--- src/rtl/rbht_pkg.sv ---
// Package: shared types and constants for the bind and hop table block.
`default_nettype none
package rbht_pkg;
    localparam logic [1:0] FUNC_BYTE    = 2'd0;
    localparam logic [1:0] FUNC_HOP     = 2'd1;
    localparam logic [1:0] FUNC_RESTART = 2'd2;

    localparam logic [1:0] PH_IDLE    = 2'd0;
    localparam logic [1:0] PH_COLLECT = 2'd1;
    localparam logic [1:0] PH_DONE    = 2'd2;

    localparam logic [7:0] CRC_OK_BIT   = 8'h80;
    localparam logic [7:0] BIND_MARK    = 8'h01;
    localparam logic [7:0] INDEX_END_OK = 8'h2D;
    localparam logic [7:0] INDEX_LIMIT  = 8'd120;
    localparam logic [7:0] INDEX_STEP   = 8'h05;
    localparam int         MIN_LEN      = 13;

    typedef struct packed {
        logic [1:0] func;
        logic [7:0] data_byte;
        logic       last;
        logic [7:0] hop_skip;
    } t_in;

    typedef struct packed {
        logic [1:0]  phase;
        logic        bind_done;
        logic [7:0]  hop_channel;
        logic        hop_error;
        logic [15:0] transmitter_id;
        logic [7:0]  receiver_number;
        logic [7:0]  list_length;
    } t_out;

    // datapath operations
    localparam logic [3:0] OP_NONE    = 4'd0;
    localparam logic [3:0] OP_LATCH   = 4'd1;  // capture item, store byte
    localparam logic [3:0] OP_PRD     = 4'd2;  // issue packet read at r_paddr
    localparam logic [3:0] OP_HDR     = 4'd3;  // capture header byte
    localparam logic [3:0] OP_ENTRY   = 4'd4;  // process one hop entry
    localparam logic [3:0] OP_MODSTEP = 4'd5;  // one step of modulo
    localparam logic [3:0] OP_HRD     = 4'd6;  // read hop store
    localparam logic [3:0] OP_FINISH  = 4'd7;  // commit packet result
    localparam logic [3:0] OP_OUT     = 4'd8;  // set hop channel and error
    localparam logic [3:0] OP_LOAD    = 4'd9;  // load result register

    typedef struct packed {
        logic [3:0] op;
        logic [3:0] sel;   // header slot or entry number
    } t_cmd;

    typedef struct packed {
        logic       pkt_ok;    // last byte, length and overflow fine
        logic       hdr_ok;    // checks pass, go on with entries
        logic       first;     // first bind packet
        logic       ended;     // entry loop stopped
        logic       mod_done;
        logic       empty;
    } t_sts;
endpackage
`default_nettype wire

--- src/rtl/rbht_if.sv ---
// Interfaces: valid/ready channels for items and results.
`default_nettype none
interface rbht_in_if;
    logic            valid;
    logic            ready;
    rbht_pkg::t_in   data;
    modport source(output valid, output data, input ready);
    modport sink(input valid, input data, output ready);
endinterface

interface rbht_out_if;
    logic            valid;
    logic            ready;
    rbht_pkg::t_out  data;
    modport source(output valid, output data, input ready);
    modport sink(input valid, input data, output ready);
endinterface
`default_nettype wire

--- src/rtl/rbht_ram.sv ---
// Generic single-port-write, single-read RAM with registered read.
`default_nettype none
module rbht_ram #(
    parameter int WIDTH = 8,
    parameter int DEPTH = 64
) (
    input  wire logic                     i_clk,
    input  wire logic                     i_we,
    input  wire logic [$clog2(DEPTH)-1:0] i_waddr,
    input  wire logic [WIDTH-1:0]         i_wdata,
    input  wire logic [$clog2(DEPTH)-1:0] i_raddr,
    output logic      [WIDTH-1:0]         o_rdata
);
    logic [WIDTH-1:0] r_mem [DEPTH];
    always_ff @(posedge i_clk) begin
        if (i_we) r_mem[i_waddr] <= i_wdata;
        o_rdata <= r_mem[i_raddr];
    end
endmodule
`default_nettype wire

--- src/rtl/rbht_dp.sv ---
// Datapath: packet and hop stores, bind state, modulo unit, result fields.
`default_nettype none
module rbht_dp #(
    parameter int PACKET_DEPTH = 64,
    parameter int HOP_DEPTH    = 128
) (
    input  wire logic          i_clk,
    input  wire logic          i_rst_n,
    input  wire rbht_pkg::t_in i_item,
    input  wire rbht_pkg::t_cmd i_cmd,
    output rbht_pkg::t_sts     o_sts,
    output rbht_pkg::t_out     o_res
);
    import rbht_pkg::*;
    localparam int PAW = $clog2(PACKET_DEPTH);
    localparam int HAW = $clog2(HOP_DEPTH);
    localparam int CW  = $clog2(PACKET_DEPTH + 1);

    t_in         r_item;
    logic [CW-1:0] r_cnt;
    logic        r_ovf;
    logic [CW-1:0] r_len;
    logic        r_lenok;
    logic [1:0]  r_phase;
    logic [7:0]  r_idx;
    logic [7:0]  r_hcnt;
    logic [7:0]  r_pos;
    logic [15:0] r_id;
    logic [7:0]  r_rcv;
    logic [7:0]  r_crcb, r_b2, r_b3, r_b4, r_b5, r_b12, r_tail;
    logic        r_ended, r_done;
    logic [8:0]  r_rem;
    logic [7:0]  r_chan;
    logic        r_err;
    logic [PAW-1:0] r_paddr;
    t_out        r_res;

    logic [7:0]  prd, hrd;
    logic        pwe, hwe;
    logic [HAW-1:0] hwaddr;
    logic [7:0]  hwdata;

    // packet read address per header slot
    logic [CW:0] slot_addr;
    always_comb begin
        unique case (i_cmd.sel)
            4'd0:    slot_addr = {1'b0, r_len} - 1'b1;
            4'd1:    slot_addr = (CW+1)'(2);
            4'd2:    slot_addr = (CW+1)'(3);
            4'd3:    slot_addr = (CW+1)'(4);
            4'd4:    slot_addr = (CW+1)'(5);
            4'd5:    slot_addr = (CW+1)'(12);
            4'd6:    slot_addr = {1'b0, r_len} - (CW+1)'(3);
            default: slot_addr = (CW+1)'(6) + (CW+1)'(i_cmd.sel - 4'd7);
        endcase
    end

    assign pwe = (i_cmd.op == OP_LATCH) && (i_item.func == FUNC_BYTE)
               && (r_cnt < CW'(PACKET_DEPTH));

    rbht_ram #(.WIDTH(8), .DEPTH(PACKET_DEPTH)) u_pkt (
        .i_clk(i_clk), .i_we(pwe), .i_waddr(r_cnt[PAW-1:0]), .i_wdata(i_item.data_byte),
        .i_raddr(r_paddr), .o_rdata(prd)
    );

    // entry handling
    logic [7:0] ent_n;
    logic [8:0] ent_pos;
    logic       ent_stop;
    assign ent_n    = {4'd0, i_cmd.sel};
    assign ent_pos  = {1'b0, (r_phase == PH_IDLE) ? 8'd0 : r_idx} + {1'b0, ent_n};
    assign ent_stop = (r_phase == PH_COLLECT) && ((prd == r_tail) || (prd == 8'd0))
                    && (r_idx >= INDEX_END_OK);
    assign hwe    = (i_cmd.op == OP_ENTRY) && !r_ended && !ent_stop
                  && (ent_pos < 9'(HOP_DEPTH));
    assign hwaddr = ent_pos[HAW-1:0];
    assign hwdata = prd;

    rbht_ram #(.WIDTH(8), .DEPTH(HOP_DEPTH)) u_hop (
        .i_clk(i_clk), .i_we(hwe), .i_waddr(hwaddr), .i_wdata(hwdata),
        .i_raddr(r_rem[HAW-1:0]), .o_rdata(hrd)
    );

    logic hdr_ok;
    always_comb begin
        hdr_ok = r_lenok && ((r_crcb & CRC_OK_BIT) != 8'd0) && (r_b2 == BIND_MARK);
        if (r_phase == PH_IDLE) hdr_ok = hdr_ok && (r_b5 == 8'd0);
        else hdr_ok = hdr_ok && (r_phase == PH_COLLECT) && (r_b3 == r_id[7:0])
                      && (r_b4 == r_id[15:8]) && (r_b5 == r_idx);
    end

    logic [8:0] idx_nxt;
    assign idx_nxt = {1'b0, r_idx} + {1'b0, INDEX_STEP};

    always_ff @(posedge i_clk) begin
        if (!i_rst_n) begin
            r_cnt   <= '0;
            r_ovf   <= 1'b0;
            r_phase <= PH_IDLE;
            r_idx   <= INDEX_STEP;
            r_hcnt  <= 8'd0;
            r_pos   <= 8'd0;
            r_id    <= 16'd0;
            r_rcv   <= 8'd0;
            r_ended <= 1'b0;
            r_done  <= 1'b0;
        end else begin
            unique case (i_cmd.op)
                OP_LATCH: begin
                    r_item  <= i_item;
                    r_done  <= 1'b0;
                    r_ended <= 1'b0;
                    r_err   <= 1'b0;
                    r_chan  <= 8'd0;
                    if (i_item.func == FUNC_BYTE) begin
                        logic [CW-1:0] c;
                        logic          o;
                        c = r_cnt;
                        o = r_ovf;
                        if (r_cnt < CW'(PACKET_DEPTH)) c = r_cnt + 1'b1;
                        else o = 1'b1;
                        r_len   <= c;
                        r_lenok <= !o && (c >= CW'(MIN_LEN));
                        if (i_item.last) begin
                            r_cnt <= '0;
                            r_ovf <= 1'b0;
                        end else begin
                            r_cnt <= c;
                            r_ovf <= o;
                        end
                    end else if (i_item.func == FUNC_RESTART) begin
                        r_phase <= PH_IDLE;
                        r_idx   <= INDEX_STEP;
                        r_hcnt  <= 8'd0;
                        r_cnt   <= '0;
                        r_ovf   <= 1'b0;
                    end
                    r_rem[8] <= 1'b0;
                    r_rem[7:0] <= r_pos + i_item.hop_skip;
                end
                OP_PRD: r_paddr <= slot_addr[PAW-1:0];
                OP_HDR: begin
                    unique case (i_cmd.sel)
                        4'd0:    r_crcb <= prd;
                        4'd1:    r_b2   <= prd;
                        4'd2:    r_b3   <= prd;
                        4'd3:    r_b4   <= prd;
                        4'd4:    r_b5   <= prd;
                        4'd5:    r_b12  <= prd;
                        default: r_tail <= prd;
                    endcase
                end
                OP_ENTRY: begin
                    if (!r_ended && ent_stop) begin
                        r_ended <= 1'b1;
                        r_hcnt  <= r_idx + ent_n;
                        r_phase <= PH_DONE;
                        r_done  <= 1'b1;
                    end
                end
                OP_FINISH: begin
                    if (r_phase == PH_IDLE) begin
                        r_id    <= {r_b4, r_b3};
                        r_rcv   <= r_b12;
                        r_phase <= PH_COLLECT;
                    end else if (!r_ended) begin
                        r_idx <= idx_nxt[7:0];
                        if (idx_nxt > {1'b0, INDEX_LIMIT}) begin
                            r_hcnt  <= 8'd0;
                            r_phase <= PH_DONE;
                            r_done  <= 1'b1;
                        end
                    end
                end
                OP_MODSTEP: begin
                    if (r_rem >= {1'b0, r_hcnt}) r_rem <= r_rem - {1'b0, r_hcnt};
                end
                OP_HRD: r_pos <= r_rem[7:0];
                OP_OUT: begin
                    if (r_item.func == FUNC_HOP) begin
                        if (r_hcnt == 8'd0) r_err <= 1'b1;
                        else r_chan <= (r_rem < 9'(HOP_DEPTH)) ? hrd : 8'd0;
                    end
                end
                default: ;
            endcase
        end
    end

    always_comb begin
        r_res.phase           = r_phase;
        r_res.bind_done       = r_done;
        r_res.hop_channel     = r_chan;
        r_res.hop_error       = r_err;
        r_res.transmitter_id  = r_id;
        r_res.receiver_number = r_rcv;
        r_res.list_length     = r_hcnt;
    end
    assign o_res = r_res;

    assign o_sts.pkt_ok   = r_item.last && r_lenok;
    assign o_sts.hdr_ok   = hdr_ok;
    assign o_sts.first    = (r_phase == PH_IDLE);
    assign o_sts.ended    = r_ended;
    assign o_sts.mod_done = (r_rem < {1'b0, r_hcnt});
    assign o_sts.empty    = (r_hcnt == 8'd0);
endmodule
`default_nettype wire

--- src/rtl/rbht_ctrl.sv ---
// Controller: sequences item capture, packet checks, entry walk, modulo and output.
`default_nettype none
module rbht_ctrl (
    input  wire logic           i_clk,
    input  wire logic           i_rst_n,
    input  wire logic           i_in_valid,
    output logic                o_in_ready,
    input  wire logic [1:0]     i_func,
    input  wire rbht_pkg::t_sts i_sts,
    output rbht_pkg::t_cmd      o_cmd,
    output logic                o_out_valid,
    input  wire logic           i_out_ready
);
    import rbht_pkg::*;
    localparam logic [3:0] S_IDLE  = 4'd0;
    localparam logic [3:0] S_DISP  = 4'd1;
    localparam logic [3:0] S_HRD   = 4'd2;  // issue header read
    localparam logic [3:0] S_HWAIT = 4'd3;
    localparam logic [3:0] S_HCAP  = 4'd4;
    localparam logic [3:0] S_CHK   = 4'd5;
    localparam logic [3:0] S_ERD   = 4'd6;
    localparam logic [3:0] S_EWAIT = 4'd7;
    localparam logic [3:0] S_ECAP  = 4'd8;
    localparam logic [3:0] S_FIN   = 4'd9;
    localparam logic [3:0] S_MOD   = 4'd10;
    localparam logic [3:0] S_HOPRD = 4'd11;
    localparam logic [3:0] S_HOPW  = 4'd12;
    localparam logic [3:0] S_OUT   = 4'd13;
    localparam logic [3:0] S_SEND  = 4'd14;

    logic [3:0] r_state, n_state;
    logic [3:0] r_sel, n_sel;
    logic       r_ov, n_ov;

    assign o_in_ready  = (r_state == S_IDLE) && !(r_ov && !i_out_ready);
    assign o_out_valid = r_ov;

    always_comb begin
        n_state = r_state;
        n_sel   = r_sel;
        n_ov    = r_ov && !i_out_ready;
        o_cmd.op  = OP_NONE;
        o_cmd.sel = r_sel;
        unique case (r_state)
            S_IDLE: if (o_in_ready && i_in_valid) begin
                o_cmd.op = OP_LATCH;
                n_state  = S_DISP;
            end
            S_DISP: begin
                n_sel = 4'd0;
                if (i_func == FUNC_BYTE && i_sts.pkt_ok) n_state = S_HRD;
                else if (i_func == FUNC_HOP && !i_sts.empty) n_state = S_MOD;
                else n_state = S_OUT;
            end
            S_HRD: begin
                o_cmd.op = OP_PRD;
                n_state  = S_HWAIT;
            end
            S_HWAIT: n_state = S_HCAP;
            S_HCAP: begin
                o_cmd.op = OP_HDR;
                if (r_sel == 4'd6) n_state = S_CHK;
                else begin
                    n_sel   = r_sel + 4'd1;
                    n_state = S_HRD;
                end
            end
            S_CHK: begin
                n_sel   = 4'd7;
                n_state = i_sts.hdr_ok ? S_ERD : S_OUT;
            end
            S_ERD: begin
                o_cmd.op = OP_PRD;
                n_state  = S_EWAIT;
            end
            S_EWAIT: n_state = S_ECAP;
            S_ECAP: begin
                o_cmd.op  = OP_ENTRY;
                o_cmd.sel = r_sel - 4'd7;
                if (r_sel == 4'd11) n_state = S_FIN;
                else begin
                    n_sel   = r_sel + 4'd1;
                    n_state = S_ERD;
                end
            end
            S_FIN: begin
                o_cmd.op = OP_FINISH;
                n_state  = S_OUT;
            end
            S_MOD: begin
                o_cmd.op = OP_MODSTEP;
                if (i_sts.mod_done) n_state = S_HOPRD;
            end
            S_HOPRD: begin
                o_cmd.op = OP_HRD;
                n_state  = S_HOPW;
            end
            S_HOPW: n_state = S_OUT;
            S_OUT: begin
                o_cmd.op = OP_OUT;
                n_state  = S_SEND;
            end
            S_SEND: if (!r_ov || i_out_ready) begin
                o_cmd.op = OP_LOAD;
                n_ov     = 1'b1;
                n_state  = S_IDLE;
            end
            default: n_state = S_IDLE;
        endcase
    end

    always_ff @(posedge i_clk) begin
        if (!i_rst_n) begin
            r_state <= S_IDLE;
            r_sel   <= 4'd0;
            r_ov    <= 1'b0;
        end else begin
            r_state <= n_state;
            r_sel   <= n_sel;
            r_ov    <= n_ov;
        end
    end
endmodule
`default_nettype wire

--- src/rtl/radio_bind_hop_table.sv ---
// Top level: radio bind and hop table receiver.
// A byte, restart or empty-list hop goes straight to the output step; a last byte
// reads the header and, only when the checks pass, walks the five entries
// (7 header and 5 entry reads); a hop runs subtract steps, then reads the hop store.
// One item at a time, accepted only in idle after the result loads; a result still
// waiting for ready holds the input off. Sync active-low reset; stores not cleared.
`default_nettype none
module radio_bind_hop_table #(
    parameter int PACKET_DEPTH = 64,
    parameter int HOP_DEPTH    = 128
) (
    input wire logic  i_clk,
    input wire logic  i_rst_n,
    rbht_in_if.sink   i_in,
    rbht_out_if.source o_out
);
    import rbht_pkg::*;
    t_cmd cmd;
    t_sts sts;
    t_out res;
    t_out r_out;
    logic fire_in;

    // item fields taken live only on the latch cycle; later use the captured copy
    t_in item_mux;
    logic [1:0] r_func;
    always_ff @(posedge i_clk) if (fire_in) r_func <= i_in.data.func;
    assign fire_in = i_in.valid && i_in.ready;
    always_comb begin
        item_mux = i_in.data;
    end

    rbht_ctrl u_ctrl (
        .i_clk(i_clk), .i_rst_n(i_rst_n), .i_in_valid(i_in.valid), .o_in_ready(i_in.ready),
        .i_func(r_func), .i_sts(sts), .o_cmd(cmd),
        .o_out_valid(o_out.valid), .i_out_ready(o_out.ready)
    );

    rbht_dp #(.PACKET_DEPTH(PACKET_DEPTH), .HOP_DEPTH(HOP_DEPTH)) u_dp (
        .i_clk(i_clk), .i_rst_n(i_rst_n), .i_item(item_mux), .i_cmd(cmd),
        .o_sts(sts), .o_res(res)
    );

    // result register loads on the edge where the controller raises valid
    always_ff @(posedge i_clk) begin
        if (cmd.op == OP_LOAD) r_out <= res;
    end
    assign o_out.data = r_out;

    a_ready_idle: assert property (@(posedge i_clk) disable iff (!i_rst_n)
        fire_in |=> !i_in.ready) else $error("ready while busy");
    a_err_no_chan: assert property (@(posedge i_clk) disable iff (!i_rst_n)
        o_out.valid && o_out.data.hop_error |-> o_out.data.hop_channel == 8'd0)
        else $error("hop error with channel");
    a_done_phase: assert property (@(posedge i_clk) disable iff (!i_rst_n)
        o_out.valid && o_out.data.bind_done |-> o_out.data.phase == PH_DONE)
        else $error("done without complete phase");
    a_func_held: assert property (@(posedge i_clk) disable iff (!i_rst_n)
        fire_in |=> r_func == $past(i_in.data.func)) else $error("func lost");
endmodule
`default_nettype wire
--- src/flat_wrapper.sv ---
// flat-port wrapper written by rule: the top's interface ports become plain ports
module radio_bind_hop_table_flat import rbht_pkg::*;
#(
    parameter int PACKET_DEPTH = 64,
    parameter int HOP_DEPTH    = 128
)
  (i_clk, i_rst_n, i_in_valid, i_in_data, i_in_ready, o_out_valid, o_out_data, o_out_ready);
  rbht_in_if i_in_i ();
  rbht_out_if o_out_i ();
  input wire logic i_clk;
  input wire logic i_rst_n;
  input wire logic [$bits(i_in_i.valid)-1:0] i_in_valid;
  input wire logic [$bits(i_in_i.data)-1:0] i_in_data;
  output wire logic [$bits(i_in_i.ready)-1:0] i_in_ready;
  output wire logic [$bits(o_out_i.valid)-1:0] o_out_valid;
  output wire logic [$bits(o_out_i.data)-1:0] o_out_data;
  input wire logic [$bits(o_out_i.ready)-1:0] o_out_ready;
  assign i_in_i.valid = i_in_valid;
  assign i_in_i.data = i_in_data;
  assign i_in_ready = i_in_i.ready;
  assign o_out_valid = o_out_i.valid;
  assign o_out_data = o_out_i.data;
  assign o_out_i.ready = o_out_ready;
  radio_bind_hop_table #(.PACKET_DEPTH(PACKET_DEPTH), .HOP_DEPTH(HOP_DEPTH)) u_core (.i_clk(i_clk), .i_rst_n(i_rst_n), .i_in(i_in_i), .o_out(o_out_i));
endmodule
--- config.mk ---
export PLATFORM = sky130hd
export DESIGN_NAME = radio_bind_hop_table_flat
export DESIGN_NICKNAME = d
export VERILOG_FILES = /design/src/rtl/rbht_pkg.sv /design/src/rtl/rbht_if.sv /design/src/rtl/rbht_ram.sv /design/src/rtl/rbht_dp.sv /design/src/rtl/rbht_ctrl.sv /design/src/rtl/radio_bind_hop_table.sv /design/src/flat_wrapper.sv
export SDC_FILE = /design/constraint.sdc
export NUM_CORES = 2
export LEC_CHECK = 0
export BUFFER_PORTS_ARGS = -buffer_cell sky130_fd_sc_hd__buf_2
export CAP_MARGIN = 5
export CELL_PAD_IN_SITES_DETAIL_PLACEMENT = 0
export CELL_PAD_IN_SITES_GLOBAL_PLACEMENT = 1
export CORE_MARGIN = 1
export CORE_UTILIZATION = 45
export CTS_BUF_LIST = sky130_fd_sc_hd__clkbuf_4 sky130_fd_sc_hd__clkbuf_8 sky130_fd_sc_hd__clkbuf_16
export DETAILED_ROUTE_END_ITERATION = 10
export PLACE_DENSITY_LB_ADDON = 0.1
export SYNTH_ARGS = -nofsm -noshare
export SYNTH_HDL_FRONTEND = slang
export SYNTH_HIERARCHICAL = 1
export SYNTH_SLANG_ARGS = --single-unit
export TNS_END_PERCENT = 100
--- constraint.sdc ---
create_clock -name i_clk -period 13.3 [get_ports i_clk]
set_input_delay 0 -clock i_clk [delete_from_list [all_inputs] [get_ports i_clk]]
set_output_delay 0 -clock i_clk [all_outputs]
set_load 0.03 [all_outputs]
==> flow_summary.json <==
{
  "status": "complete, no violations",
  "layout_common_cells": "1,665 x edfxtp_1, 462 x mux4_2, 258 x nor2_1, 181 x clkbuf_16, 154 x nand2_1",
  "fin_crit_ns": 6.362,
  "cts.sinks": 1750,
  "die_x_microns": 395.3,
  "ir_drop_v": 0.0001417,
  "p_sw_mw": 4.246,
  "postRouteAntennaNets": 0,
  "pwr-share-seq": 0.460,
  "syn_area_sq_mm": 0.06960,
  "synth_nets": 3541,
  "period_share": 0.4783,
  "r2r_cells": 14,
  "totalWireLength_microns": 177400,
  "antenna_found_initial": 5,
  "hold_depth": 3,
  "start_util": 0.4555,
  "dp_hpwl_microns": 110700,
  "cts_max_path_buffers": 3,
  "grt_use_total": 0.2294,
  "cts-root-buf": "clkbuf_16",
  "fin_tns_setup_ns": 0,
  "p_leak_nw": 24.63,
  "cp_max_fo": 25,
  "grt_pass1_vias": 35120,
  "setup_viol": 0,
  "whs_ns": 0.1659,
  "post_cts_buffers": 0,
  "avgRoutedWirePerCell_microns": 30.44,
  "dieArea_sq_mm": 0.1562,
  "htreeDepth": 4,
  "drive_gt1_frac": 0.2534,
  "grt_pass1_wl_microns": 257000,
  "ys.warnings.count": 6,
  "dieHeight_microns": 395.3,
  "fillers": 11980,
  "switching_share": 0.2840,
  "worst_slew_pin_slew_ns": 1.241,
  "drv_cap": 0,
  "relSlewSlack": 0.1666,
  "r2r_end": "u_core/u_dp/u_hop/r_mem[111][3]",
  "grt_max_degree": 129,
  "hold_end": "u_core/u_dp/r_idx[0]",
  "place_congestion": 0.8158,
  "cts-buffers-inserted": 179,
  "final_common_cell": "edfxtp_1",
  "setup.worst_path.end_class": "flip-flop",
  "dr_total_vias": 34760,
  "rsz0062_at_grt": "no",
  "worstPathArrival_ns": 6.80,
  "final_max_slew_viol_count": 0,
  "clockPowerShare": 0.349,
  "finalHoldViolations": 0,
  "firstDrtPassIters": 6,
  "start_kind": "flip-flop",
  "synthCells": 3478,
  "ff2ff_setup_slack_ns": 6.94,
  "max_clock_freq_mhz": 157.2,
  "skew_ns": 0.05184,
  "place_area_sq_mm": 0.07213,
  "p_int_mw": 10.71,
  "vias_per_cell": 5.966,
  "n_antenna_cell": 0,
  "num_rows": 143,
  "power_frac_comb": 0.191,
  "hp-start": "i_rst_n",
  "power_density_mw_per_mm2": 190.0,
  "ios": 69,
  "drcViolationCount": 0,
  "overflow": 0,
  "cp.required_ns": 13.73,
  "fin_area_sq_mm": 0.07870,
  "drt_iter0_drc": 3153,
  "crit_type": "flip-flop to flip-flop",
  "fin_nets": 3702,
  "core_area_sq_mm": 0.1528,
  "cts_tree": "yes",
  "hp-class": "input pin to flip-flop",
  "io_buffer_count": 68,
  "insertion_delay_ns": 0.82,
  "clk_pin_slew_ns": 0.06,
  "synthToLayoutAreaGrowth_pct": 13.08,
  "rr_startpoint": "u_core/u_ctrl/r_state[2]",
  "postSynthAreaPerCell_sq_um": 20.01
}
stage by stage:
step	utilization	setup WS [ns]	total power, mW	std cells
2_1_floorplan	-	8.917	8.648	3478
3_3_place_gp	0.4720	7.067	9.913	5457
3_5_place_dp	0.4720	7.018	9.904	5457
4_1_cts	0.5150	6.977	15.13	5825
5_1_grt	0.5151	6.430	15.47	5826
6_report	0.5151	6.938	14.95	5826
state kept, by name, summed over array words and instances (netlist names), 9 cells and up:
signal and count:
u_core/u_dp/u_hop/r_mem 1024, u_core/u_dp/u_pkt/r_mem 512, u_core/o_out.data 44, u_core/u_dp/r_id 16, u_core/u_dp/r_rem 9
power groups by stage:
| stage | Combinational, mW | Sequential, mW | Clock [mW] |
|---|---|---|---|
| after floorplan | 1.56 | 7.08 | 0 |
| after global placement | 2.91 | 7.00 | 0 |
| after detailed placement | 2.90 | 7.01 | 0 |
| after CTS | 2.92 | 6.89 | 5.32 |
| after global routing | 3.04 | 6.90 | 5.53 |
| final | 2.86 | 6.88 | 5.22 |
cell type report:
| cell class | instances | area [sq um] | share of cell area |
|---|---|---|---|
| Multi-Input combinational cell | 1514 | 16900 | 0.2147 |
| Sequential cell | 1750 | 51730 | 0.6573 |
| Clock inverter | 125 | 1486 | 0.01889 |
| Clock buffer | 213 | 4782 | 0.06076 |
| Timing Repair Buffer | 159 | 1134 | 0.01440 |
| Tap cell | 2030 | 2540 | 0.03227 |
| Inverter | 35 | 131.4 | 0.001669 |
critical path: stages, from the launching register on:
cell and delay [ns]:
dfxtp_1 0.60, nor4b_4 0.68, nor2_1 0.08, a21oi_1 0.60, ha_1 0.35, a21o_1 0.16, a21oi_1 0.21, nor2b_1 0.09
nor2_1 0.10, nor2_1 0.06, xor2_1 0.14, a21oi_1 0.87, nand4_1 0.94, buf_4 0.53, nor2_1 0.54
per-layer routing:
| metal | part of all wire | wire length, microns | track usage | vias up |
|---|---|---|---|---|
| met2 | 0.49 | 86190 | 0.3687 | 1448 |
| met5 | 0.000056 | 10 | 0 | - |
| met3 | 0.066 | 11680 | 0.03633 | 252 |
| met1 | 0.42 | 74980 | 0.3261 | 18490 |
| met4 | 0.025 | 4492 | 0.06499 | 2 |
| li1 | - | - | - | 14560 |
how the worst max path moves through the flow:
| stage | startpoint | end | slack, ns | cells after the start |
|---|---|---|---|---|
| after floorplan | u_core/u_dp/u_pkt/o_rdata[7] | u_core/u_dp/u_hop/r_mem[30][0] | 8.92 | 11 |
| after global placement | u_core/u_ctrl/r_state[2] | u_core/u_dp/u_hop/r_mem[71][2] | 7.07 | 14 |
| after global routing | u_core/u_ctrl/r_state[2] | u_core/u_dp/u_hop/r_mem[62][0] | 6.43 | 14 |
| after detailed placement | u_core/u_ctrl/r_state[2] | u_core/u_dp/u_hop/r_mem[127][1] | 7.02 | 14 |
| after CTS | u_core/u_ctrl/r_state[2] | u_core/u_dp/u_hop/r_mem[62][0] | 6.98 | 14 |
| final | u_core/u_ctrl/r_state[2] | u_core/u_dp/u_hop/r_mem[111][3] | 6.94 | 14 |
repair_timing:
item,in CTS,in global routing
hold buffers,30,0
gates resized for setup,0,0
setup endpoints to repair,0,0
endpoints found under the hold margin,581,0
Power figures use the tool's default switching activity.
